File: config.mk
export PLATFORM = sky130hd
export DESIGN_NAME = code_aware_substring_finder_unit
export DESIGN_NICKNAME = d
export VERILOG_FILES = /design/src/sv/csf_pkg.sv /design/src/sv/code_aware_substring_finder_unit.sv /design/src/sv/csf_cell.sv /design/src/sv/csf_lexer.sv
export SDC_FILE = /design/constraint.sdc
export NUM_CORES = 1
export LEC_CHECK = 0
export BUFFER_PORTS_ARGS = -buffer_cell sky130_fd_sc_hd__buf_4
export CAP_MARGIN = 20
export CORE_MARGIN = 8
export CORE_UTILIZATION = 60
export CTS_CLUSTER_SIZE = 10
export DETAILED_ROUTE_END_ITERATION = 10
export HOLD_SLACK_MARGIN = 0.06
export PLACE_DENSITY = 0.78
export SLEW_MARGIN = 20
export SYNTH_ARGS = -nofsm -noshare
export SYNTH_HDL_FRONTEND = slang
export SYNTH_SLANG_ARGS = --single-unit
File: constraint.sdc
create_clock -name clock -period 4 [get_ports clock]
set_clock_uncertainty 0.05 [all_clocks]
set_input_delay 1 -clock clock [delete_from_list [all_inputs] [get_ports clock]]
set_output_delay 1 -clock clock [all_outputs]
set_load 0.03 [all_outputs]
File: src/sv/csf_pkg.sv
// Shared types and constants for the code-aware substring finder.
// No dependencies; imported by every module of the block.
`default_nettype none

package csf_pkg;

   // Default sizes for the top-level parameters
   localparam int MAX_NEEDLE_DEF = 32;
   localparam int MAX_LINE_DEF   = 4096;

   // Fixed field widths
   localparam int BYTE_W     = 8;
   localparam int COLUMN_W   = 12;
   localparam int NLEN_CSR_W = 6;
   localparam int CSR_DATA_W = 64;
   localparam int CSR_INDEX_W = 3;
   localparam int BYTES_PER_WORD = CSR_DATA_W / BYTE_W;

   // Register indexes
   localparam logic [CSR_INDEX_W-1:0] CSR_NEEDLE_LENGTH = 3'd0;
   localparam logic [CSR_INDEX_W-1:0] CSR_NEEDLE_WORD0  = 3'd1;

   // Character codes
   localparam logic [BYTE_W-1:0] CHAR_SLASH     = 8'h2F;
   localparam logic [BYTE_W-1:0] CHAR_QUOTE     = 8'h22;
   localparam logic [BYTE_W-1:0] CHAR_BACKSLASH = 8'h5C;
   localparam logic [BYTE_W-1:0] CHAR_SPACE     = 8'h20;
   localparam logic [BYTE_W-1:0] CHAR_TAB       = 8'h09;
   localparam logic [BYTE_W-1:0] CHAR_CR        = 8'h0D;

   // Leading-byte scan for comment lines
   typedef enum logic [2:0] {
      PHASE_SKIP  = 3'b001,
      PHASE_SLASH = 3'b010,
      PHASE_DONE  = 3'b100
   } phase_type;

   // State handed from one match cell to the next
   typedef struct packed {
      logic pm;   // needle prefix ends here
      logic qh;   // quote state before the byte this cell lines up with
   } cell_link_type;

   // Line-level lexer status toward the top level
   typedef struct packed {
      logic inside_quotes;   // quote state before the current byte
      logic comment_now;     // comment flag including the current byte
   } lex_status_type;

endpackage

`default_nettype wire

File: src/sv/code_aware_substring_finder_unit.sv
// Top level of the code-aware substring finder: cell chain, lexer,
// match bookkeeping and the result register. Depends on csf_pkg,
// csf_cell and csf_lexer.
`default_nettype none

// Streams a text line one byte per request and, on the request marked
// last_of_line, returns one result: the column of the first needle match
// that does not start inside double quotes, with a flag for lines whose
// first two non-space bytes are "//". A byte is taken every cycle, save a
// stalled final byte: each of the MAX_NEEDLE match cells compares its needle
// byte with the incoming byte and shifts its partial-match bit to its
// neighbor, and the result appears in the result register on the cycle after
// the last byte. Non-final bytes are taken even while a result is stalled;
// only a final byte waits for the result register to drain. An empty needle
// always reports a match at column 0. Matches starting at or beyond MAX_LINE
// are ignored. The needle is written through the csr port (index 0 length,
// 1..4 needle bytes, eight per word) between lines.
module code_aware_substring_finder_unit
   import csf_pkg::*;
#(
   parameter int MAX_NEEDLE = MAX_NEEDLE_DEF,
   parameter int MAX_LINE   = MAX_LINE_DEF
) (
   input  wire logic                   clock,
   input  wire logic                   reset,
   // request channel
   input  wire logic                   req_valid,
   output logic                        req_stall,
   input  wire logic [BYTE_W-1:0]      req_text_byte,
   input  wire logic                   req_last_of_line,
   // result channel
   output logic                        rsp_valid,
   input  wire logic                   rsp_stall,
   output logic                        rsp_match_found,
   output logic [COLUMN_W-1:0]         rsp_match_column,
   output logic                        rsp_comment_line,
   // configuration writes
   input  wire logic                   csr_write_enable,
   input  wire logic [CSR_INDEX_W-1:0] csr_index,
   input  wire logic [CSR_DATA_W-1:0]  csr_wdata
);

   localparam int NLEN_W  = $clog2(MAX_NEEDLE + 1);
   localparam int POS_MAX = MAX_LINE + MAX_NEEDLE;
   localparam int POS_W   = $clog2(POS_MAX + 1);
   localparam int START_W = POS_W + 1;

   // Handshake
   logic accept;
   logic line_end;

   // Configuration
   logic [NLEN_CSR_W-1:0] nlen_ff;
   logic [NLEN_W-1:0]     len_eff;

   // Cell chain
   cell_link_type  link_ff [MAX_NEEDLE];
   cell_link_type  link_in [MAX_NEEDLE];
   lex_status_type lex;

   // Line bookkeeping
   logic [POS_W-1:0]    pos_ff, pos_in;
   logic                seen_ff;
   logic [COLUMN_W-1:0] col_ff;
   logic [START_W-1:0]  start;
   logic                pm_sel, qh_sel, hit;
   logic                seen_now;
   logic [COLUMN_W-1:0] col_now;

   // Result register
   logic                rsp_valid_ff;
   logic                found_ff, comment_ff;
   logic [COLUMN_W-1:0] rcol_ff;
   logic                found_in;
   logic [COLUMN_W-1:0] rcol_in;

   // Only a final byte needs the result register free
   assign req_stall = rsp_valid_ff && rsp_stall && req_last_of_line;
   assign accept    = req_valid && !req_stall;
   assign line_end  = req_last_of_line;

   always_ff @(posedge clock) begin
      if (reset) begin
         nlen_ff <= '0;
      end else if (csr_write_enable && (csr_index == CSR_NEEDLE_LENGTH)) begin
         nlen_ff <= csr_wdata[NLEN_CSR_W-1:0];
      end
   end

   // lengths above the cell count saturate
   assign len_eff = (nlen_ff > NLEN_CSR_W'(MAX_NEEDLE))
                    ? NLEN_W'(MAX_NEEDLE) : NLEN_W'(nlen_ff);

   csf_lexer u_lexer (
      .clock     (clock),
      .reset     (reset),
      .accept    (accept),
      .line_end  (line_end),
      .text_byte (req_text_byte),
      .status    (lex)
   );

   // Cell k matches needle byte k; cell 0 starts a fresh prefix on every
   // byte and records the quote state ahead of that byte.
   for (genvar k = 0; k < MAX_NEEDLE; k++) begin : g_cell
      localparam int WORD = k / BYTES_PER_WORD;
      localparam int LANE = k % BYTES_PER_WORD;
      cell_link_type prev;
      logic          we;

      if (k == 0) begin : g_head
         assign prev.pm = 1'b1;
         assign prev.qh = lex.inside_quotes;
      end else begin : g_body
         assign prev = link_ff[k-1];
      end

      assign we = csr_write_enable
                  && (csr_index == CSR_NEEDLE_WORD0 + CSR_INDEX_W'(WORD));

      csf_cell #(
         .CELL_INDEX (k),
         .NLEN_W     (NLEN_W)
      ) u_cell (
         .clock        (clock),
         .reset        (reset),
         .accept       (accept),
         .line_end     (line_end),
         .text_byte    (req_text_byte),
         .len_eff      (len_eff),
         .needle_we    (we),
         .needle_wdata (csr_wdata[LANE*BYTE_W +: BYTE_W]),
         .link_prev    (prev),
         .link_ff      (link_ff[k]),
         .link_in      (link_in[k])
      );
   end

   // Pick the cell at the needle's last byte (AND-OR select)
   always_comb begin
      pm_sel = 1'b0;
      qh_sel = 1'b0;
      for (int k = 0; k < MAX_NEEDLE; k++) begin
         if (NLEN_W'(k + 1) == len_eff) begin
            pm_sel = link_in[k].pm;
            qh_sel = link_in[k].qh;
         end
      end
   end

   // Match start column; a full match implies pos >= len - 1
   assign start = START_W'(pos_ff) - START_W'(len_eff) + START_W'(1);
   assign hit   = (len_eff != '0) && pm_sel && !qh_sel
                  && (start < START_W'(MAX_LINE));

   assign seen_now = seen_ff || hit;
   assign col_now  = seen_ff ? col_ff : COLUMN_W'(start);
   assign pos_in   = (pos_ff < POS_W'(POS_MAX)) ? pos_ff + POS_W'(1) : pos_ff;

   always_ff @(posedge clock) begin
      if (reset || (accept && line_end)) begin
         pos_ff  <= '0;
         seen_ff <= 1'b0;
         col_ff  <= '0;
      end else if (accept) begin
         pos_ff  <= pos_in;
         seen_ff <= seen_now;
         col_ff  <= col_now;
      end
   end

   // Result for the line
   always_comb begin
      if (len_eff == '0) begin
         found_in = 1'b1;
         rcol_in  = '0;
      end else if (lex.comment_now || !seen_now) begin
         found_in = 1'b0;
         rcol_in  = '0;
      end else begin
         found_in = 1'b1;
         rcol_in  = col_now;
      end
   end

   always_ff @(posedge clock) begin
      if (reset) begin
         rsp_valid_ff <= 1'b0;
      end else if (accept && line_end) begin
         rsp_valid_ff <= 1'b1;
      end else if (!rsp_stall) begin
         rsp_valid_ff <= 1'b0;
      end
   end

   always_ff @(posedge clock) begin
      if (accept && line_end) begin
         found_ff   <= found_in;
         rcol_ff    <= rcol_in;
         comment_ff <= lex.comment_now;
      end
   end

   assign rsp_valid        = rsp_valid_ff;
   assign rsp_match_found  = found_ff;
   assign rsp_match_column = rcol_ff;
   assign rsp_comment_line = comment_ff;

   // A new result only follows a final byte
   assert property (@(posedge clock) disable iff (reset)
      $rose(rsp_valid_ff) |-> $past(accept && line_end))
      else $error("result appeared without a final byte");

   // A comment line reports a match only for the empty needle, at column 0
   assert property (@(posedge clock) disable iff (reset)
      (rsp_valid_ff && comment_ff && found_ff) |-> (rcol_ff == '0))
      else $error("comment line reported a nonzero column");

   // Line state is cleared after the final byte
   assert property (@(posedge clock) disable iff (reset)
      (accept && line_end) |=> (pos_ff == '0) && !seen_ff)
      else $error("line state not cleared");

   // Position counter never passes its saturation limit
   assert property (@(posedge clock) disable iff (reset)
      pos_ff <= POS_W'(POS_MAX))
      else $error("byte position overran its limit");

endmodule

`default_nettype wire

File: src/sv/csf_cell.sv
// One match cell: holds one needle byte, one partial-match bit and one
// quote-history bit. Depends on csf_pkg.
`default_nettype none

module csf_cell
   import csf_pkg::*;
#(
   parameter int CELL_INDEX = 0,
   parameter int NLEN_W     = 6
) (
   input  wire logic              clock,
   input  wire logic              reset,
   input  wire logic              accept,
   input  wire logic              line_end,
   input  wire logic [BYTE_W-1:0] text_byte,
   input  wire logic [NLEN_W-1:0] len_eff,
   input  wire logic              needle_we,
   input  wire logic [BYTE_W-1:0] needle_wdata,
   input  wire cell_link_type     link_prev,
   output cell_link_type          link_ff,
   output cell_link_type          link_in
);

   logic [BYTE_W-1:0] needle_ff;
   logic              active;

   always_ff @(posedge clock) begin
      if (reset) begin
         needle_ff <= '0;
      end else if (needle_we) begin
         needle_ff <= needle_wdata;
      end
   end

   assign active     = NLEN_W'(CELL_INDEX) < len_eff;
   assign link_in.pm = link_prev.pm && active && (needle_ff == text_byte);
   assign link_in.qh = link_prev.qh;

   always_ff @(posedge clock) begin
      if (reset) begin
         link_ff <= '0;
      end else if (accept) begin
         link_ff <= line_end ? cell_link_type'('0) : link_in;
      end
   end

endmodule

`default_nettype wire

File: src/sv/csf_lexer.sv
// Line lexer: quote tracking with backslash escapes and the comment check
// on the first two non-space bytes. Depends on csf_pkg.
`default_nettype none

module csf_lexer
   import csf_pkg::*;
(
   input  wire logic              clock,
   input  wire logic              reset,
   input  wire logic              accept,
   input  wire logic              line_end,
   input  wire logic [BYTE_W-1:0] text_byte,
   output lex_status_type         status
);

   logic      inside_ff, inside_in;
   logic      bs_odd_ff, bs_odd_in;
   logic      comment_ff, comment_in;
   phase_type phase_ff, phase_in;
   logic      is_space;

   always_comb begin
      is_space = text_byte inside {CHAR_SPACE, [CHAR_TAB:CHAR_CR]};
      phase_in   = phase_ff;
      comment_in = comment_ff;
      case (phase_ff)
         PHASE_SKIP: begin
            if (!is_space) begin
               phase_in = (text_byte == CHAR_SLASH) ? PHASE_SLASH : PHASE_DONE;
            end
         end
         PHASE_SLASH: begin
            if (text_byte == CHAR_SLASH) begin
               comment_in = 1'b1;
            end
            phase_in = PHASE_DONE;
         end
         default: begin
            phase_in = PHASE_DONE;
         end
      endcase

      inside_in = inside_ff ^ ((text_byte == CHAR_QUOTE) && !bs_odd_ff);
      bs_odd_in = (text_byte == CHAR_BACKSLASH) ? !bs_odd_ff : 1'b0;
   end

   always_ff @(posedge clock) begin
      if (reset || (accept && line_end)) begin
         inside_ff  <= 1'b0;
         bs_odd_ff  <= 1'b0;
         comment_ff <= 1'b0;
         phase_ff   <= PHASE_SKIP;
      end else if (accept) begin
         inside_ff  <= inside_in;
         bs_odd_ff  <= bs_odd_in;
         comment_ff <= comment_in;
         phase_ff   <= phase_in;
      end
   end

   assign status.inside_quotes = inside_ff;
   assign status.comment_now   = comment_in;

endmodule

`default_nettype wire

==> impl_metrics.json <==
{
  "fillers": 2502,
  "critPathCaptureType": "register",
  "synth_cell_types": 79,
  "finalHoldViolCount": 0,
  "ant_nets": 0,
  "antenna_found_initial": 0,
  "synth_edf_count": 14,
  "maxSlewHeadroom_pct": 39.7,
  "syn_nets": 2434,
  "path_cells": "nand2_1 -> ha_1 -> ha_1 -> nor2b_1 -> o31a_1 -> o21ai_0 -> a21boi_0 -> o41ai_1 -> xnor2_1 -> buf_4 -> a31oi_2 -> buf_12 -> nor3_1",
  "r2r_end": "rsp_match_column[2]$_SDFFCE_PP0P_",
  "syn_area_per_cell_um2": 7.85,
  "synthMuxAreaShare_pct": 1.00,
  "yosys.area_share.simple_pct": 23.2,
  "final_area_um2": 20600,
  "hp-start": "col_ff[5]$_SDFFE_PP0P_",
  "hold_path_depth": 2,
  "leakage_uw": 0.00688,
  "cp_common_cell": "ha_1",
  "cts.sinks": 371,
  "ys_seq_area_share_pct": 41.5,
  "reg2reg_from": "nlen_ff[3]$_SDFFE_PP0P_",
  "htree_levels": 2,
  "drc": 0,
  "gr-total-overflow": 0,
  "clockBufferDepth": 3,
  "fin_nets": 2469,
  "setup_tns_ns": 0,
  "crit_family": "compound AO/OA/AOI/OAI gates",
  "root_buffer": "clkbuf_16",
  "post-route-period-util_pct": 94.2,
  "async_reset_ff_share_pct": 0,
  "cts_tree": "done",
  "slowest_delay_ns": 0.50,
  "antenna_cells": 0,
  "gp_congestion": 0.945,
  "cp_data_arrival_time_ns": 3.99,
  "clock.fmax_mhz": 265,
  "start_kind": "register",
  "outcome": "finished, final reports clean",
  "cp_slowest_cell": "dfxtp_1",
  "synth_top_family_by_area": "simple AND/OR/NAND/NOR gates",
  "hold_buffers": 0,
  "die_y_um": 190,
  "power.density_nw_per_um2": 395,
  "post_drt_wl_per_cell_um": 20.7,
  "dr.pass1.iters": 6,
  "ys_top_cells_by_area": "dfxtp_1 (39%), nand2_1 (13%), xnor2_1 (11%), a21oi_1 (9.3%), edfxtp_1 (2.3%)",
  "yosysTopAreaCellShare_pct": 39.2,
  "die_area_um2": 36200,
  "ys_warn_count": 0,
  "finalSetupViolations": 0,
  "synthesis.area_um2": 18200,
  "drt_iter0_markers": 2042,
  "dr_total_vias": 16900,
  "core_area_um2": 30300,
  "synth_xor_area_share_pct": 13.4,
  "ir_drop_mv": 0.359,
  "clk_pin_slew_ns": 0.06,
  "grt_pass1_vias": 16200,
  "fin_ws_ns": 0.232,
  "crit_path_max_fanout": 13,
  "tightest_slew_ns": 0.904,
  "hp-class": "reg2reg",
  "hold_end": "col_ff[5]$_SDFFE_PP0P_",
  "critPathBufInv": 2,
  "rows": 64,
  "path_class": "reg2reg",
  "synth_adder_area_share_pct": 2.03,
  "numCtsBuffers": 43,
  "place_area_um2": 19400,
  "cap_viol_max_count": 0,
  "grt_max_degree": 166,
  "syn-instance-count": 2324,
  "final_max_slew_viol_count": 0,
  "initial_core_util_pct": 60.2,
  "drive_gt1_share_pct": 10.2,
  "pin_count": 97,
  "yosysTopAreaCell": "dfxtp_1",
  "synth_compound_area_share_pct": 14.3,
  "portBuffers": 96,
  "grt_pass1_wl_um": 89900,
  "clk-insertion-delay-late_ns": 0.54,
  "min_period_ns": 3.77,
  "grt_usage_pct": 30.8,
  "wl_um": 57200,
  "synthFlopType": "dfxtp_1",
  "via_per_inst": 6.12,
  "areaGrowthSynthToFinish_pct": 12.9,
  "rsz0062_at_grt": "false",
  "die_x_um": 190,
  "reg2regPathDepth": 13,
  "synth_seq_cells": 371,
  "worstPathRequired_ns": 4.22,
  "r2r_slack_ns": 0.23,
  "dp_hpwl_um": 38300,
  "place_worst_setup_slack_ns": -0.0977
}
tightest hold or removal path, cell delays in order (launching register included):
cell     delay (ns)
dfxtp_1        0.30
nand2_1        0.05
a21oi_1        0.05
per-layer routing:
layer	GRT usage, %	wire (µm)	up-vias
li1	-	-	7858
met1	41.2	23500	8014
met2	49.1	26200	911
met3	6.33	5770	142
met4	10.3	1740	0
met5	0	0	-
Yosys cell counts, types with 4 or more instances:
cell type	count
nand2_1	619
dfxtp_1	357
a21oi_1	339
xnor2_1	231
clkbuf_1	110
nor2_1	94
nand3_1	71
nor3_1	53
nand4_1	50
xor2_1	48
buf_2	38
ha_1	28
nor4_1	27
inv_1	22
buf_1	19
mux2i_1	16
o21ai_0	16
edfxtp_1	14
a22oi_1	13
o211ai_1	13
a211oi_1	11
nand2b_1	8
o22ai_1	7
and3_1	6
or3_1	6
a31oi_1	5
nor2b_1	5
a2111oi_0	4
and2_1	4
buf_4	4
o21a_1	4
o311ai_0	4
o31a_1	4
o41ai_1	4
stage by stage:
step	hold WS (ns)	power [µW]	util, %	std cells
6_report	0.405	8130	68.0	2767
5_1_grt	0.420	8370	68.0	2767
4_1_cts	0.405	8120	67.9	2765
3_5_place_dp	0.397	4720	64.0	2708
3_3_place_gp	0.388	4700	64.0	2707
2_1_floorplan	0.377	4410	-	2324
state kept, by name, summed over array words and instances, names as in the netlist:
| signal | count |
|---|---|
| u_lexer.comment_ff | 1 |
| rsp_match_column | 12 |
| u_lexer.inside_ff | 1 |
| g_cell.u_cell.link_ff | 62 |
| rsp_comment_line | 1 |
| u_lexer.bs_odd_ff | 1 |
| nlen_ff | 6 |
| seen_ff | 1 |
| rsp_valid | 1 |
| rsp_match_found | 1 |
| u_lexer.phase_ff | 3 |
| pos_ff | 13 |
| col_ff | 12 |
| g_cell.u_cell.needle_ff | 256 |
how the worst max path moves through the flow:
stage                                          to  slack, ns  cells after the start                     from
3_5_place_dp    rsp_match_column[2]$_SDFFCE_PP0P_       -0.1                     12         req_text_byte[2]
5_1_grt         rsp_match_column[2]$_SDFFCE_PP0P_       0.02                     14  nlen_ff[5]$_SDFFE_PP0P_
3_3_place_gp    rsp_match_column[3]$_SDFFCE_PP0P_       0.01                     12         req_text_byte[2]
6_report        rsp_match_column[2]$_SDFFCE_PP0P_       0.23                     13  nlen_ff[3]$_SDFFE_PP0P_
4_1_cts         rsp_match_column[2]$_SDFFCE_PP0P_       0.27                     15  nlen_ff[1]$_SDFFE_PP0P_
2_1_floorplan  rsp_match_column[10]$_SDFFCE_PP0P_       0.50                     15  nlen_ff[3]$_SDFFE_PP0P_
cells by family (layout without fill, tap and decap cells):
| logic type | after synthesis | count (layout) |
|---|---|---|
| and+or+nand+nor | 973 | 973 |
| AOI/OAI and AO/OA | 455 | 455 |
| DFF | 371 | 371 |
| xor gates and xnor gates | 279 | 279 |
| buffers and inverters | 200 | 247 |
| adders and majority gates | 29 | 29 |
| muxes | 17 | 17 |
where the power goes:
part / total, µW / switching (µW) / internal (µW)
Sequential: 3840 / 51.6 / 3790
Clock: 3460 / 1470 / 1990
Combinational: 828 / 528 / 300
final cells by class:
type                            instances  area, µm²  share of cell area [%]
Tap cell                              396        495                    2.41
Inverter                               26       97.6                   0.474
Sequential cell                       371       7570                    36.8
Clock buffer                           55       1150                    5.60
Multi-Input combinational cell       1753       9860                    47.9
Clock inverter                          2       25.0                   0.122
Timing Repair Buffer                  164       1380                    6.72
cell usage in the layout (no fill, tap or decap), types with 5 or more instances in the layout:
cell type,count
nand4_1,50
a31oi_1,5
clkbuf_16,44
buf_4,152
dfxtp_1,357
nor2b_1,5
or3_1,6
nand2_1,618
nand3_1,69
a22oi_1,13
mux2i_1,16
nor4_1,27
buf_12,10
xor2_1,48
o22ai_1,7
ha_1,28
nand2b_1,8
nor2_1,92
a211oi_1,11
xnor2_1,231
o211ai_1,13
edfxtp_1,14
inv_1,22
o21ai_0,16
a21oi_1,339
nor3_1,53
clkbuf_1,10
repair_timing:
item,in CTS,in global routing
resized for setup,0,1
setup buffers,0,1
setup endpoints to repair,0,4
hold endpoints to repair,0,0
No activity file was read; power rests on OpenSTA's default activity.
